===== config.mk =====
export PLATFORM = sky130hd
export DESIGN_NAME = minifloat_quantizer
export DESIGN_NICKNAME = d
export VERILOG_FILES = /design/src/sv/mfq_pkg.sv /design/src/sv/minifloat_quantizer.sv
export SDC_FILE = /design/constraint.sdc
export NUM_CORES = 1
export LEC_CHECK = 0
export BUFFER_PORTS_ARGS = -buffer_cell sky130_fd_sc_hd__buf_2
export CAP_MARGIN = 20
export CORE_MARGIN = 2
export CORE_UTILIZATION = 40
export CTS_BUF_LIST = sky130_fd_sc_hd__clkbuf_16
export CTS_CLUSTER_DIAMETER = 100
export CTS_CLUSTER_SIZE = 16
export DETAILED_ROUTE_END_ITERATION = 8
export PLACE_DENSITY_LB_ADDON = 0.1
export REMOVE_ABC_BUFFERS = 1
export SYNTH_ARGS = -nofsm -noshare
export SYNTH_HDL_FRONTEND = slang
export SYNTH_SLANG_ARGS = --single-unit

===== constraint.sdc =====
create_clock -name clk -period 11.83 [get_ports clk]
set_input_delay 2.366 -clock clk [delete_from_list [all_inputs] [get_ports clk]]
set_output_delay 2.366 -clock clk [all_outputs]
set_load 0.02 [all_outputs]

===== src/sv/mfq_pkg.sv =====
// ----------------------------------------------------------------------------
// mfq_pkg
// Shared constants and types for the minifloat quantizer.
// ----------------------------------------------------------------------------
package mfq_pkg;

  localparam int unsigned FracBits = 23;
  localparam int unsigned F32Bias  = 127;
  localparam int unsigned ValueBits = 32;
  localparam int unsigned RndFieldBits = 16;

  typedef enum logic [1:0] {
    REG_MANTISSA_BITS = 2'd0,
    REG_EXPONENT_BITS = 2'd1,
    REG_ROUNDING_MODE = 2'd2,
    REG_UNUSED        = 2'd3
  } reg_index_t;

  typedef enum logic {
    ROUND_NEAREST    = 1'b0,
    ROUND_STOCHASTIC = 1'b1
  } round_mode_t;

  typedef struct packed {
    logic flushed;
    logic saturated;
  } out_flags_t;

endpackage


===== src/sv/minifloat_quantizer.sv =====
// ----------------------------------------------------------------------------
// minifloat_quantizer
// Rounds float32 words to a configurable minifloat format, returns float32.
// ----------------------------------------------------------------------------
// One transaction is accepted per cycle while the output register is empty or
// out_tready is high; its result appears in the output register in the next
// cycle. All rounding, clamping and flushing is done by combinational logic in
// front of that register. Configuration is taken at any time on the cfg channel
// and applies to transactions accepted afterwards.
module minifloat_quantizer
  import mfq_pkg::*;
#(
  parameter int unsigned RANDOM_BITS = 16
) (
  input  logic        clk,
  input  logic        rst_n,
  input  logic        cfg_valid,
  output logic        cfg_ready,
  input  logic [1:0]  cfg_index,
  input  logic [4:0]  cfg_data,
  input  logic        in_tvalid,
  output logic        in_tready,
  input  logic [47:0] in_tdata,   // value_bits[31:0], random_fraction[47:32]
  input  logic        in_tlast,
  output logic        out_tvalid,
  input  logic        out_tready,
  output logic [31:0] out_tdata,  // result_bits[31:0]
  output logic [1:0]  out_tuser,  // saturated[0], flushed[1]
  output logic        out_tlast
);

  localparam int unsigned SumW = RANDOM_BITS + FracBits + 1;

  logic [4:0] mant_bits_r;
  logic [3:0] exp_bits_r;
  logic       round_mode_r;

  logic        out_valid_r;
  logic [31:0] out_data_r;
  out_flags_t  out_flags_r;
  logic        out_last_r;

  logic [31:0] word;
  logic [RANDOM_BITS+RndFieldBits-1:0] rnd_ext;
  logic [RANDOM_BITS-1:0] rnd;
  logic        sign;
  logic [7:0]  efield;
  logic [22:0] frac;
  logic [4:0]  mb;
  logic [3:0]  eb;
  logic [4:0]  drop;
  logic [7:0]  bias;
  logic [8:0]  max_exp;
  logic signed [9:0] rebiased;
  logic [23:0] half;
  logic [23:0] mant_n;
  logic [SumW-1:0] num;
  logic [6:0]  sh_s;
  logic [23:0] mant_s;
  logic [23:0] mant_rnd;
  logic        carry;
  logic [23:0] mant;
  logic [8:0]  oexp;
  logic        flush;
  logic        sat;
  logic [31:0] result;
  logic        in_acc;

  assign cfg_ready = 1'b1;
  assign in_tready = !out_valid_r || out_tready;
  assign in_acc    = in_tvalid && in_tready;

  always_comb begin
    word    = in_tdata[31:0];
    rnd_ext = {{RANDOM_BITS{1'b0}}, in_tdata[47:32]};
    rnd     = rnd_ext[RANDOM_BITS-1:0];
    sign    = word[31];
    efield  = word[30:23];
    frac    = word[22:0];
    mb      = (mant_bits_r > 5'd23) ? 5'd23 : mant_bits_r;
    eb      = (exp_bits_r < 4'd2) ? 4'd2 : ((exp_bits_r > 4'd8) ? 4'd8 : exp_bits_r);
    drop    = 5'd23 - mb;
    bias    = 8'((9'd1 << (eb - 4'd1)) - 9'd1);
    max_exp = 9'((10'd1 << eb) - 10'd1);
    rebiased = $signed({2'b00, efield}) - 10'sd127 + $signed({2'b00, bias});
    half    = (drop == 5'd0) ? 24'd0 : (24'd1 << (drop - 5'd1));
    mant_n  = ({1'b0, frac} + half) >> drop;
    num     = {1'b0, frac, {RANDOM_BITS{1'b0}}} + (SumW'(rnd) << drop);
    sh_s    = 7'(drop) + 7'(RANDOM_BITS);
    mant_s  = 24'(num >> sh_s);
    mant_rnd = (round_mode_t'(round_mode_r) == ROUND_STOCHASTIC) ? mant_s : mant_n;
    carry   = (mant_rnd >> mb) != 24'd0;
    flush   = (efield == 8'd0) || (rebiased < 10'sd0);
    sat     = !flush && (rebiased > $signed({1'b0, max_exp}));
    if (sat) begin
      oexp = 9'(bias) + 9'd128;
      mant = (24'd1 << mb) - 24'd1;
    end else begin
      oexp = {1'b0, efield} + 9'(carry);
      mant = carry ? 24'd0 : mant_rnd;
    end
    if (flush) begin
      result = 32'd0;
    end else if (oexp >= 9'd255) begin
      result = {sign, 8'hFF, 23'd0};
    end else begin
      result = {sign, oexp[7:0], 23'(mant << drop)};
    end
  end

  always_ff @(posedge clk) begin
    if (!rst_n) begin
      mant_bits_r  <= 5'd10;
      exp_bits_r   <= 4'd5;
      round_mode_r <= ROUND_NEAREST;
      out_valid_r  <= 1'b0;
    end else begin
      if (cfg_valid) begin
        unique case (reg_index_t'(cfg_index))
          REG_MANTISSA_BITS: mant_bits_r  <= cfg_data;
          REG_EXPONENT_BITS: exp_bits_r   <= cfg_data[3:0];
          REG_ROUNDING_MODE: round_mode_r <= cfg_data[0];
          default: ;
        endcase
      end
      if (in_acc) begin
        out_valid_r <= 1'b1;
      end else if (out_tready) begin
        out_valid_r <= 1'b0;
      end
    end
  end

  always_ff @(posedge clk) begin
    if (in_acc) begin
      out_data_r            <= result;
      out_flags_r.flushed   <= flush;
      out_flags_r.saturated <= sat;
      out_last_r            <= in_tlast;
    end
  end

  assign out_tvalid = out_valid_r;
  assign out_tdata  = out_data_r;
  assign out_tuser  = {out_flags_r.flushed, out_flags_r.saturated};
  assign out_tlast  = out_last_r;

  a_flags_exclusive: assert property (@(posedge clk) disable iff (!rst_n)
    out_tvalid |-> !(out_tuser[0] && out_tuser[1]))
    else $error("saturated and flushed both set");

  a_flush_zero: assert property (@(posedge clk) disable iff (!rst_n)
    (out_tvalid && out_tuser[1]) |-> (out_tdata == 32'd0))
    else $error("flushed result is not zero");

  a_sat_exp: assert property (@(posedge clk) disable iff (!rst_n)
    (out_tvalid && out_tuser[0]) |-> (out_tdata[30:23] != 8'd0))
    else $error("saturated result has zero exponent");

endmodule


Yosys cells after proc, flatten, opt, wreduce, memory -nomap -nowiden
Cells that the tools add are included.

Register bits after elaboration: 46. Bits in latches: 0. RAM bits: 0. Memory bits (read-only): 0. Input port bits: 61. Output and inout bits: 38. Word-level logic and storage cells: 65. Memories kept: 0.

Add/sub/neg operators: 13. Multiply operators: 0. Div/mod/pow operators: 0. Magnitude comparators: 6. Eq/ne operators: 2. Shifts and indexed selects: 9. Multiplexer cells: 11. Bitwise gates (word level): 0. Reduce and logical (&&, ||, !) cells: 15.

Operator list (count): $mux W24 (4); $shl A1 B5 Y24 const A (2); $shr A24 B5 Y24 (2); $add A39 B40 Y40 (1); $shl A16 B5 Y40 (1); $shr A40 B6 Y24 (1); $mux W31 (1); $add A23 B24 Y24 (1); $reduce_bool A24 Y1 (1); $shl A24 B5 Y23 (1); $sub A24 B1 Y24 const B (1); $add A9 B9 Y10 (1); $gt A10 B10 Y1 (1); $lt A10 B1 Y1 const B (1); $add A8 B1 Y9 (1); $add A8 B8 Y9 const B (1); $ge A9 B8 Y1 const B (1); $mux W9 (1); $shl A1 B4 Y9 const A (1); $sub A8 B7 Y9 const B (1); $sub A9 B1 Y9 const B (1); $logic_not A8 Y1 (1); $mux W4 (2); $shl A1 B4 Y8 const A (1); 20 further kinds (26).

Longest topological paths before layout
Depth in word-level cells: 15. Depth in mapped cells: 45. Depth with buffers taken out: 37.

Least setup slack after synthesis
Ideal clock, no wire load.

Path kind: reg-to-reg. Start: register mant_bits_r[4]. End: register out_data_r[19] (netlist: out_tdata[19]), data pin. Library setup time: 0.276 ns. Arrival time: 9.176 ns. Required time: 11.554 ns. Setup slack: 2.377 ns. Cell stages (with the launch flop): 46. Path buffers: 9. Clock period less this slack: 9.453 ns. Path through: dfxtp_1 buf_4 clkinv_1 nand2_1 clkbuf_1 buf_1 clkbuf_1 ha_1 inv_1 clkbuf_1 nand2_1 clkbuf_1 nor2_1 a32o_1 ha_1 inv_1 fa_1 and2b_1 (+10 left out) o22ai_1 a22oi_2 buf_4 nand2_1 inv_2 ha_1 ha_1 xor2_1 nand3_1 nor3_1 a31oi_1 or4_1 o21a_1 nor2b_1 clkbuf_1 nand2_1 clkbuf_1 o221ai_1.

Longest elaborated chain between the ends: 15. Elaborated cells on any way between the ends: 25. Classes of those cells: 7 x add/sub; 2 x order compare; 7 x shift; 6 x mux; 3 x reduce/logical.

RTL lines: from (decl) (line minifloat_quantizer.sv:34) `logic [4:0] mant_bits_r;`; from (signal assigned) (line minifloat_quantizer.sv:120) `REG_MANTISSA_BITS: mant_bits_r <= cfg_data;`; $gt A5 B5 Y1 (line minifloat_quantizer.sv:80) `mb = (mant_bits_r > 5'd23) ? 5'd23 : mant_bits_r;`; $mux W5 (*) (line minifloat_quantizer.sv:80); $sub A5 B5 Y5 (line minifloat_quantizer.sv:82) `drop = 5'd23 - mb;`; $sub A5 B1 Y5 (line minifloat_quantizer.sv:86) `half = (drop == 5'd0) ? 24'd0 : (24'd1 << (drop - 5'd1));`; $shl A1 B5 Y24 (line minifloat_quantizer.sv:86); $mux W24 (line minifloat_quantizer.sv:86); $add A23 B24 Y24 (line minifloat_quantizer.sv:87) `mant_n = ({1'b0, frac} + half) >> drop;`; $shr A24 B5 Y24 (line minifloat_quantizer.sv:87); $mux W24 (line minifloat_quantizer.sv:91) `mant_rnd = (round_mode_t'(round_mode_r) == ROUND_STOCHASTIC) ? mant_s : mant_n;`; $shr A24 B5 Y24 (line minifloat_quantizer.sv:92) `carry = (mant_rnd >> mb) != 24'd0;`; $reduce_bool A24 Y1 (line minifloat_quantizer.sv:92); $add A8 B1 Y9 (line minifloat_quantizer.sv:99) `oexp = {1'b0, efield} + 9'(carry);`; $mux W9 (line minifloat_quantizer.sv:95) `if (sat) begin`; $ge A9 B8 Y1 (line minifloat_quantizer.sv:104) `end else if (oexp >= 9'd255) begin`; $reduce_or A2 Y1 (no line); to (signal assigned) (line minifloat_quantizer.sv:136) `out_data_r <= result;`; to (decl) (line minifloat_quantizer.sv:39) `logic [31:0] out_data_r;`.

Mark *: on every way between the ends. The rest lies on a longest branch, timed or not. A chain may end at the register's enable or synchronous reset.

Worst setup path after layout
Start: input port in_tdata[45]. End: register out_data_r[17] (netlist: out_tdata[17]), data pin.

Longest elaborated chain between the ends: 10. Elaborated cells on any way between the ends: 13. Classes of those cells: 2 x add/sub; 1 x order compare; 4 x shift; 4 x mux; 2 x reduce/logical.

RTL lines: from (decl) (line minifloat_quantizer.sv:23) `input logic [47:0] in_tdata,`; $shl A16 B5 Y40 (*) (line minifloat_quantizer.sv:88) `num = {1'b0, frac, {RANDOM_BITS{1'b0}}} + (SumW'(rnd) << drop);`; $add A39 B40 Y40 (*) (line minifloat_quantizer.sv:88); $shr A40 B6 Y24 (*) (line minifloat_quantizer.sv:90) `mant_s = 24'(num >> sh_s);`; $mux W24 (*) (line minifloat_quantizer.sv:91); $shr A24 B5 Y24 (line minifloat_quantizer.sv:92); $reduce_bool A24 Y1 (line minifloat_quantizer.sv:92); $add A8 B1 Y9 (line minifloat_quantizer.sv:99); $mux W9 (line minifloat_quantizer.sv:95); $ge A9 B8 Y1 (line minifloat_quantizer.sv:104); $reduce_or A2 Y1 (no line).

Marks and branches as above.

==> out/summary.log <==
qor: worst_setup_path.setup.worst_path.start in_tdata[45]
qor: place.post_dp_cell_area 13100 um^2
qor: worst_setup_path.critical_path_arrival 11.23 ns
qor: worst_setup_path.path_delay_family compound AO/OA/AOI/OAI gates
qor: grt.grt_pass1_vias 14.4k
qor: worst_setup_path.worstReg2RegEnd out_tdata[17]$_SDFFCE_PP0P_
qor: yosys.synth_top_cell_area_share 8.53%
qor: clock_tree.ctsResizeCount 0
qor: yosys.ys_async_sr_fraction 0%
qor: yosys.synth-warning-count 0
qor: floorplanning.design.portCount 99
qor: clock_tree.clock_tree.buffer_depth 2
qor: timing.timing_hold_violations_final 0
qor: finish.stdcell_area 13300 um^2
qor: yosys.synth.top_cells.by_count sky130_fd_sc_hd__nand2_1, sky130_fd_sc_hd__nor2_1, sky130_fd_sc_hd__a21oi_1
qor: worst_setup_path.cp.required 11.85 ns
qor: place.gp_congestion 1.05
qor: timing.rsz0062_at_grt false
qor: timing.max-slew-margin-rel 24.8%
qor: floorplanning.chipHeight 180 um
qor: floorplanning.placementRows 64
qor: timing.timing.final.crit_share 94.8%
qor: floorplanning.fp.dieW 180 um
qor: route.wl_per_cell 26.9 um
qor: power.power.ir.vdd_worst 0.0647 mV
qor: yosys.syn_inst 1811
qor: yosys.synthDistinctLibCells 103
qor: timing.max_freq 89.2 MHz
qor: power.switching_share 53.6%
qor: status.run_status finished, final reports clean
qor: timing.finalSetupViolations 0
qor: grt.grt_antenna_before_repair 0
qor: flow_run.cap_viol_max_count 0
qor: grt.pin_count_of_the_biggest_net_entering_global_routing 51
qor: worst_setup_path.start_to_end_type_of_the_worst_setup_path in2reg
qor: timing.fin_skew 0.00903 ns
qor: route.tritonroute_pass_1_iters 6
qor: power.share_seq_of_total_power 15.8%
qor: power.power.internal 590 uW
qor: finish.n_fill_cell 3275
qor: route.final_antenna_net_count 0
qor: power.clock_share_of_power 12.5%
qor: timing.transition_at_the_pin_with_the_smallest_max_transition_slack 1.12 ns
qor: route.num_vias 15.5k
qor: worst_setup_path.worst-path-max-fanout 17
qor: power.leakage 0.00515 uW
qor: worst_setup_path.cp_slowest_stage_delay 0.65 ns
qor: finish.layout.nets 1959
qor: worst_setup_path.timing.critical_path.to out_tdata[17]$_SDFFCE_PP0P_
qor: grt.grt_first_pass_wirelength 89.7 mm
qor: place.dpl.hpwl 45.9 mm
qor: worst_setup_path.cp.depth 37
qor: power.power_switching 681 uW
qor: clock_tree.holdBufCountCts 0
qor: power.power_density_over_the_cells 95.5 nW/um^2
qor: route.route.detailed.vias_per_inst 6.99
qor: worst_hold_path.hold_class reg2reg
qor: floorplanning.design.die.area 32200 um^2
qor: route.wirelength 59.6 mm
qor: clock_tree.cts-root-buf sky130_fd_sc_hd__clkbuf_16
qor: yosys.ys.flop_type sky130_fd_sc_hd__edfxtp_1
qor: yosys.synthDominantAreaCellType sky130_fd_sc_hd__edfxtp_1
qor: clock_tree.clk_latency 0.29 ns
qor: clock_tree.cts.sink_count 46
qor: worst_setup_path.worst_setup_path_start_kind input pin
qor: clock_tree.cts_tree built
qor: worst_setup_path.timing.critical_path.slowest_stage_cell sky130_fd_sc_hd__a2111oi_2
qor: route.route.detailed.drc 0
qor: clock_tree.postCtsSetupBuffers 0
qor: timing.final.setup.tns 0 ns
qor: power.power.combinational.fraction 71.6%
qor: yosys.average_footprint_of_a_synthesized_cell 6.80 um^2
qor: finish.n_antenna_cell 0
qor: floorplanning.core_area 30400 um^2
qor: finish.flow.area_growth_from_synthesis 7.96%
qor: floorplanning.initial_core_utilization 40.5%
qor: finish.post_route_cells_drive_above_1_share 11.6%
qor: clock_tree.cts_max_level 2
qor: power.post-layout-total-power 1270 uW
qor: yosys.seq_area_frac_synth 10.3%
qor: worst_setup_path.critical_path.endpoint_type register
qor: clock_tree.cts.reportedPaths.clkPinSlew 0.07 ns
qor: timing.post-route-min-period 11.22 ns
qor: yosys.post_synth_main_area_contributors sky130_fd_sc_hd__edfxtp_1, sky130_fd_sc_hd__ha_1, sky130_fd_sc_hd__nand2_1
qor: worst_setup_path.regToRegStartpoint mant_bits_r[4]$_SDFFE_PN0P_
qor: timing.report.final.slew_viol_count 0
qor: route.first_iter_violations 1943
qor: yosys.flop_and_latch_count_out_of_synthesis 46
qor: grt.global_route.overflow_total 0
qor: yosys.synth_area 12300 um^2
qor: clock_tree.cts_buffers 5
qor: worst_setup_path.reg2regPathDepth 34
qor: worst_setup_path.ff2ff_setup_slack 0.86 ns
qor: worst_setup_path.number_of_buffer_and_inverter_stages_on_the_critical_path 3
qor: yosys.yosysMostFrequentCell sky130_fd_sc_hd__nand2_1
qor: place.io_buffers 97
qor: grt.grtUsageTotal 35.3%
qor: yosys.synth_enable_flop_cells 35
-- logic make-up (layout without fill, tap and decap cells) --
kind of cell    count (synthesis)  after routing  share of synthesized area (%)
other cells                     2              8                         0.0609
xor+xnor                       51             51                           3.78
buf+inv                       189            195                           6.33
flops                          46             46                           10.3
fa+ha+maj                      76             76                           7.90
mux                            77             77                           7.18
simple gates                  671            671                           25.3
compound gates                699            699                           39.1
-- through the flow --
stage / util [%] / std cells / setup WS (ns) / hold slack (ns)
2_1_floorplan: - / 1671 / 0.868 / 0.581
3_3_place_gp: 43.0 / 2208 / 0.686 / 0.509
3_5_place_dp: 43.1 / 2209 / 0.677 / 0.523
4_1_cts: 43.6 / 2217 / 0.952 / 0.531
5_1_grt: 43.7 / 2219 / 0.0206 / 0.598
6_report: 43.7 / 2219 / 0.615 / 0.519
-- power groups by stage --
| stage | registers [uW] | logic, uW | clock network [uW] |
|---|---|---|---|
| 2_1_floorplan | 227 | 571 | 0 |
| 3_3_place_gp | 205 | 872 | 0 |
| 3_5_place_dp | 205 | 869 | 0 |
| 4_1_cts | 201 | 872 | 163 |
| 5_1_grt | 203 | 977 | 167 |
| 6_report | 201 | 910 | 159 |
-- layout by cell type (no fill, tap or decap), types with 43 or more instances in the layout --
cell type,synthesis,routed
sky130_fd_sc_hd__mux2i_1,67,67
sky130_fd_sc_hd__ha_1,73,73
sky130_fd_sc_hd__o22ai_1,49,49
sky130_fd_sc_hd__nand2_1,211,211
sky130_fd_sc_hd__a21oi_1,144,141
sky130_fd_sc_hd__buf_2,23,97
sky130_fd_sc_hd__o211ai_1,57,57
sky130_fd_sc_hd__o21ai_0,125,125
sky130_fd_sc_hd__nand3_1,43,43
sky130_fd_sc_hd__nor2_1,195,195
sky130_fd_sc_hd__buf_4,7,45
sky130_fd_sc_hd__nor3_1,67,67
-- tightest hold or removal path: cells and delay by family (launching register included) --
family,cells,cell delay [ns]
DFF,1,0.30
AOI/OAI and AO/OA,1,0.08
and+or+nand+nor,1,0.08
-- worst min-delay path by stage --
| stage | from | end | slack (ns) | cells past startpoint |
|---|---|---|---|---|
| final | out_tvalid$_SDFFE_PN0P_ | out_tvalid$_SDFFE_PN0P_ | 0.52 | 2 |
| after CTS | out_tvalid$_SDFFE_PN0P_ | out_tvalid$_SDFFE_PN0P_ | 0.53 | 2 |
| after global routing | out_tvalid$_SDFFE_PN0P_ | out_tvalid$_SDFFE_PN0P_ | 0.60 | 2 |
| after detailed placement | out_tvalid$_SDFFE_PN0P_ | out_tvalid$_SDFFE_PN0P_ | 0.52 | 2 |
| after global placement | out_tvalid$_SDFFE_PN0P_ | out_tvalid$_SDFFE_PN0P_ | 0.51 | 2 |
| after floorplan | exp_bits_r[3]$_SDFFE_PN0P_ | exp_bits_r[3]$_SDFFE_PN0P_ | 0.58 | 2 |
-- per-layer routing --
metal | share of wire [%] | vias up | global-route usage (%)
met2 | 42 | 1007 | 53.3
met1 | 42 | 7302 | 48.1
met4 | 6.6 | 0 | 19.7
met3 | 9.9 | 230 | 5.37
li1 | - | 6970 | -
met5 | 0 | - | 0
-- final cells by class --
cell class | count | area [um^2] | share of cell area, %
Clock buffer | 5 | 125 | 0.940
Clock inverter | 3 | 40.0 | 0.301
Inverter | 43 | 161 | 1.21
Multi-Input combinational cell | 1582 | 10400 | 77.8
Sequential cell | 46 | 1270 | 9.56
Tap cell | 396 | 495 | 3.72
Timing Repair Buffer | 144 | 856 | 6.43
-- registers in the layout, summed over array words and instances (netlist names) --
name and count:
round_mode_r 1, exp_bits_r 4, out_tuser 2, out_tdata 32, mant_bits_r 5, out_tvalid 1
out_tlast 1
(Power assumes the default switching activity.)
